$ cat src/rtl/core/plc_pkg.sv
// ----------------------------------------------------------------------------
// plc_pkg: shared types and constants of the piecewise-linear calibrator
// Holds the fixed widths and the command and status bundles between the
// controller and the datapath.
// ----------------------------------------------------------------------------
`default_nettype none

package plc_pkg;

  localparam int unsigned NumRegs  = 8;   // calibration point registers
  localparam int unsigned IdxW     = 3;   // index into the point registers
  localparam int unsigned CfgIdxW  = 4;   // register index on the config port
  localparam int unsigned CfgW     = 32;  // widest register
  localparam int unsigned DataW    = 16;  // reading and output value width
  localparam int unsigned DivCntW  = 4;   // counts the quotient bits

  localparam logic [DataW-1:0] OutOfRangeValue = '1;

  // Commands from the controller to the datapath.
  typedef struct packed {
    logic load;     // capture a new reading, restart the search
    logic search;   // test one point, advance the index
    logic set_oor;  // mark the current beat out of range
    logic mul;      // form both weighted products
    logic sum;      // add the products and seed the divider
    logic div;      // one restoring division step
    logic emit;     // write the result register
  } plc_cmd_t;

  // Status from the datapath to the controller.
  typedef struct packed {
    logic hit;       // reading lies below the current point's threshold
    logic first;     // current point is point 0
    logic last;      // current point is the last point in use
    logic div_last;  // division step in progress is the final one
  } plc_status_t;

endpackage : plc_pkg

`default_nettype wire

$ cat src/rtl/core/plc_ctrl.sv
// ----------------------------------------------------------------------------
// plc_ctrl: sequencer of the piecewise-linear calibrator
// Steps the datapath through search, multiply, sum and divide, and owns the
// valid/stall handshakes of both channels.
// ----------------------------------------------------------------------------
`default_nettype none

module plc_ctrl (
  input  wire                  clk_i,
  input  wire                  rst_ni,
  input  wire                  in_valid_i,
  output logic                 in_stall_o,
  output logic                 out_valid_o,
  input  wire                  out_stall_i,
  input  plc_pkg::plc_status_t status_i,
  output plc_pkg::plc_cmd_t    cmd_o
);
  import plc_pkg::*;

  localparam logic [2:0] StIdle   = 3'd0;
  localparam logic [2:0] StSearch = 3'd1;
  localparam logic [2:0] StMul    = 3'd2;
  localparam logic [2:0] StSum    = 3'd3;
  localparam logic [2:0] StDiv    = 3'd4;
  localparam logic [2:0] StEmit   = 3'd5;

  logic [2:0] state_q, state_d;
  logic       out_valid_q, out_valid_d;
  logic       out_free;

  assign out_free    = !out_valid_q || !out_stall_i;
  assign in_stall_o  = (state_q != StIdle);
  assign out_valid_o = out_valid_q;

  always_comb begin
    state_d     = state_q;
    out_valid_d = out_valid_q && out_stall_i;
    cmd_o       = '0;
    case (state_q)
      StIdle: begin
        if (in_valid_i) begin
          cmd_o.load = 1'b1;
          state_d    = StSearch;
        end
      end
      StSearch: begin
        cmd_o.search = 1'b1;
        if (status_i.hit) begin
          if (status_i.first) begin
            cmd_o.set_oor = 1'b1;
            state_d       = StEmit;
          end else begin
            state_d = StMul;
          end
        end else if (status_i.last) begin
          cmd_o.set_oor = 1'b1;
          state_d       = StEmit;
        end
      end
      StMul: begin
        cmd_o.mul = 1'b1;
        state_d   = StSum;
      end
      StSum: begin
        cmd_o.sum = 1'b1;
        state_d   = StDiv;
      end
      StDiv: begin
        cmd_o.div = 1'b1;
        if (status_i.div_last) begin
          state_d = StEmit;
        end
      end
      StEmit: begin
        // hold the finished result until the output register frees up
        if (out_free) begin
          cmd_o.emit  = 1'b1;
          out_valid_d = 1'b1;
          state_d     = StIdle;
        end
      end
      default: begin
        state_d = StIdle;
      end
    endcase
  end

  always_ff @(posedge clk_i or negedge rst_ni) begin
    if (!rst_ni) begin
      state_q     <= StIdle;
      out_valid_q <= 1'b0;
    end else begin
      state_q     <= state_d;
      out_valid_q <= out_valid_d;
    end
  end

endmodule : plc_ctrl

`default_nettype wire

$ cat src/rtl/core/plc_dpath.sv
// ----------------------------------------------------------------------------
// plc_dpath: datapath of the piecewise-linear calibrator
// Point registers, serial segment search, weighted products and a
// one-bit-per-cycle restoring divider.
// ----------------------------------------------------------------------------
`default_nettype none

module plc_dpath #(
  parameter int unsigned NUM_POINTS = 8
) (
  input  wire                           clk_i,
  input  wire                           rst_ni,
  input  wire                           cfg_we_i,
  input  wire  [plc_pkg::CfgIdxW-1:0]   cfg_idx_i,
  input  wire  [plc_pkg::CfgW-1:0]      cfg_data_i,
  input  wire  [plc_pkg::DataW-1:0]     raw_value_i,
  input  plc_pkg::plc_cmd_t             cmd_i,
  output plc_pkg::plc_status_t          status_o,
  output logic [plc_pkg::DataW-1:0]     calibrated_value_o,
  output logic                          out_of_range_o
);
  import plc_pkg::*;

  localparam logic [IdxW-1:0]    LastIdx  = IdxW'(NUM_POINTS - 1);
  localparam logic [DivCntW-1:0] LastStep = DivCntW'(DataW - 1);

  logic [CfgW-1:0]      pt_q [NumRegs];
  logic [CfgW-1:0]      prev_q;
  logic [CfgW-1:0]      cur_pt;
  logic [IdxW-1:0]      idx_q;
  logic [DataW-1:0]     raw_q;
  logic [DataW-1:0]     cur_thr, prev_thr;
  logic [DataW-1:0]     w_q, d_q, wmd_q, vlo_q, vhi_q;
  logic [2*DataW-1:0]   p0_q, p1_q;
  logic [2*DataW:0]     sum;
  logic [DataW-1:0]     rem_q, rem_d;
  logic [DataW-1:0]     quo_q;
  logic [DataW:0]       trial, diff;
  logic                 ge;
  logic [DivCntW-1:0]   cnt_q;
  logic                 oor_q;
  logic [DataW-1:0]     cal_q;
  logic                 flag_q;

  // point registers
  always_ff @(posedge clk_i or negedge rst_ni) begin
    if (!rst_ni) begin
      for (int i = 0; i < NumRegs; i++) begin
        pt_q[i] <= '0;
      end
    end else if (cfg_we_i && (cfg_idx_i < CfgIdxW'(NumRegs))) begin
      pt_q[cfg_idx_i[IdxW-1:0]] <= cfg_data_i;
    end
  end

  assign cur_pt   = pt_q[idx_q];
  assign cur_thr  = cur_pt[DataW-1:0];
  assign prev_thr = prev_q[DataW-1:0];

  assign status_o.hit      = (raw_q < cur_thr);
  assign status_o.first    = (idx_q == '0);
  assign status_o.last     = (idx_q == LastIdx);
  assign status_o.div_last = (cnt_q == LastStep);

  // one restoring step: shift in the next dividend bit, subtract if it fits
  assign trial = {rem_q, quo_q[DataW-1]};
  assign diff  = trial - {1'b0, w_q};
  assign ge    = (trial >= {1'b0, w_q});
  assign rem_d = ge ? diff[DataW-1:0] : trial[DataW-1:0];

  assign sum = {1'b0, p0_q} + {1'b0, p1_q};

  always_ff @(posedge clk_i or negedge rst_ni) begin
    if (!rst_ni) begin
      idx_q <= '0;
      cnt_q <= '0;
      oor_q <= 1'b0;
    end else begin
      if (cmd_i.load) begin
        idx_q <= '0;
        oor_q <= 1'b0;
      end else if (cmd_i.search) begin
        idx_q <= idx_q + 1'b1;
      end
      if (cmd_i.set_oor) begin
        oor_q <= 1'b1;
      end
      if (cmd_i.sum) begin
        cnt_q <= '0;
      end else if (cmd_i.div) begin
        cnt_q <= cnt_q + 1'b1;
      end
    end
  end

  always_ff @(posedge clk_i) begin
    if (cmd_i.load) begin
      raw_q <= raw_value_i;
    end
    if (cmd_i.search) begin
      // segment runs from the previous point to the current one
      prev_q <= cur_pt;
      w_q    <= cur_thr - prev_thr;
      d_q    <= raw_q - prev_thr;
      wmd_q  <= cur_thr - raw_q;
      vlo_q  <= prev_q[CfgW-1:DataW];
      vhi_q  <= cur_pt[CfgW-1:DataW];
    end
    if (cmd_i.mul) begin
      p0_q <= vlo_q * wmd_q;
      p1_q <= vhi_q * d_q;
    end
    if (cmd_i.sum) begin
      // quotient fits DataW bits, so the upper half is already below w
      rem_q <= sum[2*DataW-1:DataW];
      quo_q <= sum[DataW-1:0];
    end else if (cmd_i.div) begin
      rem_q <= rem_d;
      quo_q <= {quo_q[DataW-2:0], ge};
    end
    if (cmd_i.emit) begin
      cal_q  <= oor_q ? OutOfRangeValue : quo_q;
      flag_q <= oor_q;
    end
  end

  assign calibrated_value_o = cal_q;
  assign out_of_range_o     = flag_q;

endmodule : plc_dpath

`default_nettype wire

$ cat src/rtl/core/piecewise_linear_calibrator_core.sv
// ----------------------------------------------------------------------------
// piecewise_linear_calibrator_core: piecewise-linear calibration lookup
// Maps a raw 16-bit reading through up to eight calibration points and
// interpolates exactly inside the enclosing segment.
// ----------------------------------------------------------------------------
//
//  channel | direction | handshake              | payload
//  --------+-----------+------------------------+------------------------------
//  in      | sink      | in_valid_i/in_stall_o  | raw_value_i[15:0]
//  out     | source    | out_valid_o/out_stall_i| calibrated_value_o[15:0],
//          |           |                        | out_of_range_o
//  cfg     | sink      | cfg_we_i               | cfg_idx_i[3:0], cfg_data_i
//
//  An in-range beat runs from accept to result through a serial search of one
//  point per cycle up to the enclosing point, a multiply step, a sum step, 16
//  restoring divider steps and an emit step. Out-of-range beats skip the
//  arithmetic. The next beat is taken in the cycle after emit. Reset clears
//  the point registers and the control state. An output stall holds the
//  result register; a finished result waits in the emit cycle while the
//  earlier one is still held.
//
`default_nettype none

module piecewise_linear_calibrator_core #(
  parameter int unsigned NUM_POINTS = 8
) (
  input  wire                          clk_i,
  input  wire                          rst_ni,
  // configuration
  input  wire                          cfg_we_i,
  input  wire  [plc_pkg::CfgIdxW-1:0]  cfg_idx_i,
  input  wire  [plc_pkg::CfgW-1:0]     cfg_data_i,
  // input beats
  input  wire                          in_valid_i,
  output logic                         in_stall_o,
  input  wire  [plc_pkg::DataW-1:0]    raw_value_i,
  // result beats
  output logic                         out_valid_o,
  input  wire                          out_stall_i,
  output logic [plc_pkg::DataW-1:0]    calibrated_value_o,
  output logic                         out_of_range_o
);
  import plc_pkg::*;

  plc_cmd_t    cmd;
  plc_status_t status;

  // sequencer: handshakes and step order
  plc_ctrl u_ctrl (
    .clk_i       (clk_i),
    .rst_ni      (rst_ni),
    .in_valid_i  (in_valid_i),
    .in_stall_o  (in_stall_o),
    .out_valid_o (out_valid_o),
    .out_stall_i (out_stall_i),
    .status_i    (status),
    .cmd_o       (cmd)
  );

  // point table, search, products and divider
  plc_dpath #(
    .NUM_POINTS (NUM_POINTS)
  ) u_dpath (
    .clk_i              (clk_i),
    .rst_ni             (rst_ni),
    .cfg_we_i           (cfg_we_i),
    .cfg_idx_i          (cfg_idx_i),
    .cfg_data_i         (cfg_data_i),
    .raw_value_i        (raw_value_i),
    .cmd_i              (cmd),
    .status_o           (status),
    .calibrated_value_o (calibrated_value_o),
    .out_of_range_o     (out_of_range_o)
  );

endmodule : piecewise_linear_calibrator_core

`default_nettype wire

$ cat config.mk
export PLATFORM = sky130hd
export DESIGN_NAME = piecewise_linear_calibrator_core
export DESIGN_NICKNAME = d
export VERILOG_FILES = /design/src/rtl/core/plc_pkg.sv /design/src/rtl/core/plc_ctrl.sv /design/src/rtl/core/plc_dpath.sv /design/src/rtl/core/piecewise_linear_calibrator_core.sv
export SDC_FILE = /design/constraint.sdc
export NUM_CORES = 2
export LEC_CHECK = 0
export CORE_MARGIN = 2
export CORE_UTILIZATION = 60
export DETAILED_ROUTE_END_ITERATION = 16
export DONT_BUFFER_PORTS = 1
export GPL_TIMING_DRIVEN = 0
export PLACE_DENSITY_LB_ADDON = 0.25
export SYNTH_ARGS = -nofsm -noshare
export SYNTH_HDL_FRONTEND = slang
export SYNTH_HIERARCHICAL = 1
export SYNTH_SLANG_ARGS = --single-unit
$ cat constraint.sdc
create_clock -name clk_i -period 17.8 [get_ports clk_i]
set_input_delay 1.78 -clock clk_i [delete_from_list [all_inputs] [get_ports clk_i]]
set_output_delay 1.78 -clock clk_i [all_outputs]
set_load 0.05 [all_outputs]
==> metrics.md <==
| Metric | Value |
|---|---|
| Initial antenna violation count | 0 |
| #FFs+latches synth | slightly below 500 |
| PnR worst setup slack | between 10000 and 15000 ps |
| Initial Utilization | around three fifths |
| Total routed wirelength | 96400 µm |
| Final slew viol count | 0 |
| Initial DRT Pass Iterations | 6 |
| Die W | 265 µm |
| Prevailing post-synth register cell | dfrtp_1 |
| Longest Clk Path Bufs | 3 |
| Via Count | between 20000 and 30000 |
| Post-CTS Hold Fix Bufs | 0 |
| H-tree lvl count | 2 |
| Cells after Synth | around 3600 |
| Worst-Margin Slew | 1110 ps |
| GPL Wtd Cong | 0.932 |
| Status | complete, no violations |
| Mean Syn Cell Area | roughly 11 µm² |
| Critical Path AT | 7670 ps |
| Antenna viol nets, final | 0 |
| Initial detailed-routing violation count | about 1900 |
| Async set or reset register ratio after synthesis | roughly 54% |
| Root buffer selected by CTS | clkbuf_16 |
| F_max | roughly 0.14 GHz |
| Fraction of layout cells with a size suffix above 1 | between 10% and 20% |
| I/O Pins | 76 |
| Compound-Gate Fraction of Synth Area | 6.35% |
| Max-Cap Viols | 0 |
| Total track usage | 28.3% |
| Synthesis warning total | 6 |
| Final period util | about two fifths |
| Row cnt | 95 |
| Vias in the first global route | 28300 |
| Clk Latency, worst-skew pair | between 600 and 700 ps |
| Max Fanout on Critical Path | 10 |
| Number of remaining DRC errors | 0 |
| Worst Path Required | 18160 ps |
| Mapped cell area | a little over 0.04 mm² |
| Buffers added on ports | 0 |
| Setup bufs post-CTS | 0 |
| Post-Synth Simple-Gate Area | a little over a tenth |
| Hold Crit Class | reg -> reg |
| DIE HEIGHT | between 200 and 300 µm |
| Mux cell area share after synthesis | roughly 12% |
| Xor and xnor area share after synthesis | around 2.7% |
| Post-CTS sizing | 0 |
| Relative slew slack | roughly a quarter |
| Worst setup path class | reg -> reg |
| CTS tree | done |
| EDFF count, synth | 225 |
| Nets | 4464 |
| Die ar. | 0.0701 mm² |
| Cts bufs inserted | between 50 and 60 |
| Area growth from synthesis to layout | 7.47% |
| CP endpoint kind | flip-flop |
| Largest net degree at the start of global routing | around 270 |
| Post-Synth Adder-Cell Area | about 29% |
| Crit path time final | 7310 ps |
| Post-synthesis cell type count | 77 |
| Final Hold Fails | 0 |
| Clock-pin slew on the worst setup and hold paths | approximately 60 ps |
| RSZ-0062 raised after global routing | no |
| Fillers | 5226 |
| Final setup violation count | 0 |
| Place WS | around 11000 ps |
| Largest family of logic cells by synthesized area | adder cells |
| GRT overflow | 0 |
| Final Skew | approximately 59 ps |
| Net count after synthesis | 4401 |
| Seq/Total Area, Yosys | 33.0% |
| Sink Count | roughly 500 |
| Detailed Place HPWL | ~74000 µm |
| Final setup TNS | 0 ps |
| Core box area | between 0.06 and 0.07 mm² |
| Layout Utilization | 65.1% |
| Critical Path Source Type | flip-flop |
| WL/cell | 20.8 µm |
| Vias per cell | between 5 and 6 |
| First-pass GRT wire length | 154000 µm |
## worst max-delay path, cell delays in order, from the launching register on
cell and delay [ps]:
edfxtp_1 670, clkbuf_1 560, nand2_1 170, fa_1 540, fa_1 530, fa_1 510
inv_1 60, fa_1 500, fa_1 500, inv_1 50, fa_1 470, inv_1 50
ha_1 330, a21oi_1 200, o21ai_0 200, o41ai_1 670, a31oi_1 260, a21oi_1 320
o21ai_0 140, a21oi_1 190, xnor2_1 110
## Yosys cell counts (8+ instances only)
library cell  instances  area share, %
a211oi_1             24           0.44
a21boi_0              8           0.15
a21o_1               53           0.98
a21oi_1             110            1.4
a31oi_1              16           0.25
and2_1              246            3.8
and3_1               15           0.23
buf_1                18           0.17
clkbuf_1            104           0.96
dfrtp_1             268             16
edfxtp_1            225             17
fa_1                393             19
ha_1                305            9.4
inv_1               531            4.9
mux2_2              295            8.1
mux2i_1              21           0.52
mux4_2               64            3.5
nand2_1             356            3.3
nand2b_1             15           0.23
nand3_1              22           0.27
nand3b_1              9           0.17
nand4_1              14           0.21
nor2_1              106           0.98
nor2b_1              26           0.40
nor3_1               26           0.32
o211ai_1             13           0.24
o21a_1               20           0.37
o21ai_0              72           0.88
o21bai_1             14           0.26
o31ai_1              10           0.18
or2_2                24           0.37
xnor2_1              93            2.0
xor2_1               32           0.69
## path summary, 6_finish.rpt
| check | start | endpoint | slack, ps | cells past startpoint |
|---|---|---|---|---|
| min in group asynchronous | rst_ni | u_dpath/pt_q[151] | 850 | 0 |
| min reg2reg | u_dpath/pt_q[199] | u_dpath/pt_q[199] | 490 | 1 |
| min | u_dpath/pt_q[199] | u_dpath/pt_q[199] | 490 | 1 |
| max in group asynchronous | rst_ni | u_dpath/pt_q[132] | 16370 | 0 |
| max reg2reg | u_dpath/prev_q[27] | u_dpath/p1_q[31] | 10490 | 20 |
| max | u_dpath/prev_q[27] | u_dpath/p1_q[31] | 10490 | 20 |
## metal layers
layer  global-route usage [%]  part of all wire (%)  up-vias
met2                     46.8                    48      854
met1                     38.3                    42    13600
li1                         -                     -    12300
met4                     10.1                   3.8        0
met5                        0                     0        -
met3                     4.40                   6.5      224
## cells by family after synthesis
logic type      Yosys count
xor+xnor                125
simple gates            891
buf+inv                 658
compound gates          396
mux                     385
fa+ha+maj               698
flops                   493
## registers in the layout, summed over array words and instances, names as in the netlist
| signal | count |
|---|---|
| u_ctrl/out_valid_o | 1 |
| u_ctrl/state_q | 3 |
| u_dpath/calibrated_value_o | 16 |
| u_dpath/cnt_q | 4 |
| u_dpath/d_q | 16 |
| u_dpath/idx_q | 3 |
| u_dpath/oor_q | 1 |
| u_dpath/out_of_range_o | 1 |
| u_dpath/p0_q | 32 |
| u_dpath/p1_q | 32 |
| u_dpath/prev_q | 32 |
| u_dpath/pt_q | 256 |
| u_dpath/quo_q | 16 |
| u_dpath/raw_q | 16 |
| u_dpath/rem_q | 16 |
| u_dpath/vlo_q | 16 |
| u_dpath/w_q | 16 |
| u_dpath/wmd_q | 16 |
## cells in the final DEF (no fill, tap or decap), types with 13 or more instances in the layout
cell	instances
o21bai_1	14
or2_2	24
dfrtp_1	268
mux2_2	295
o211ai_1	13
nand3_1	22
clkbuf_1	112
nand2b_1	15
o21ai_0	72
and3_1	15
mux2i_1	21
nand4_1	14
inv_1	530
nor3_1	26
ha_1	305
a31oi_1	16
clkbuf_16	55
a211oi_1	24
nand2_1	356
nor2b_1	26
mux4_2	64
buf_1	18
a21oi_1	109
o21a_1	20
nor2_1	105
edfxtp_1	225
and2_1	246
xor2_1	32
xnor2_1	93
fa_1	393
a21o_1	53
## area by class of cell
cell class / count / area, µm² / share of cell area, %
diodes: 2 / 5.00 / 0.0114
plain buffers: 126 / 493 / 1.12
inverters: 532 / 2000 / 4.56
well taps: 873 / 1090 / 2.49
clock inverters: 29 / 305 / 0.697
clock buffers: 71 / 1520 / 3.46
flip-flops and latches: 493 / 13500 / 30.7
repair buffers: 8 / 114 / 0.260
multi-input cells: 2495 / 24800 / 56.7
## per-stage QoR
stage               instances  area, µm²  hold slack (ps)
finish                   4629      43800              487
global route             4627      43800              507
global placement         4519      41900              471
detailed placement       4527      42000              480
CTS                      4627      43800              494
floorplan                3646      40800              459
Power is not shown: default switching activity piles up to over one toggle a cycle in this logic, so the estimate is an artifact.
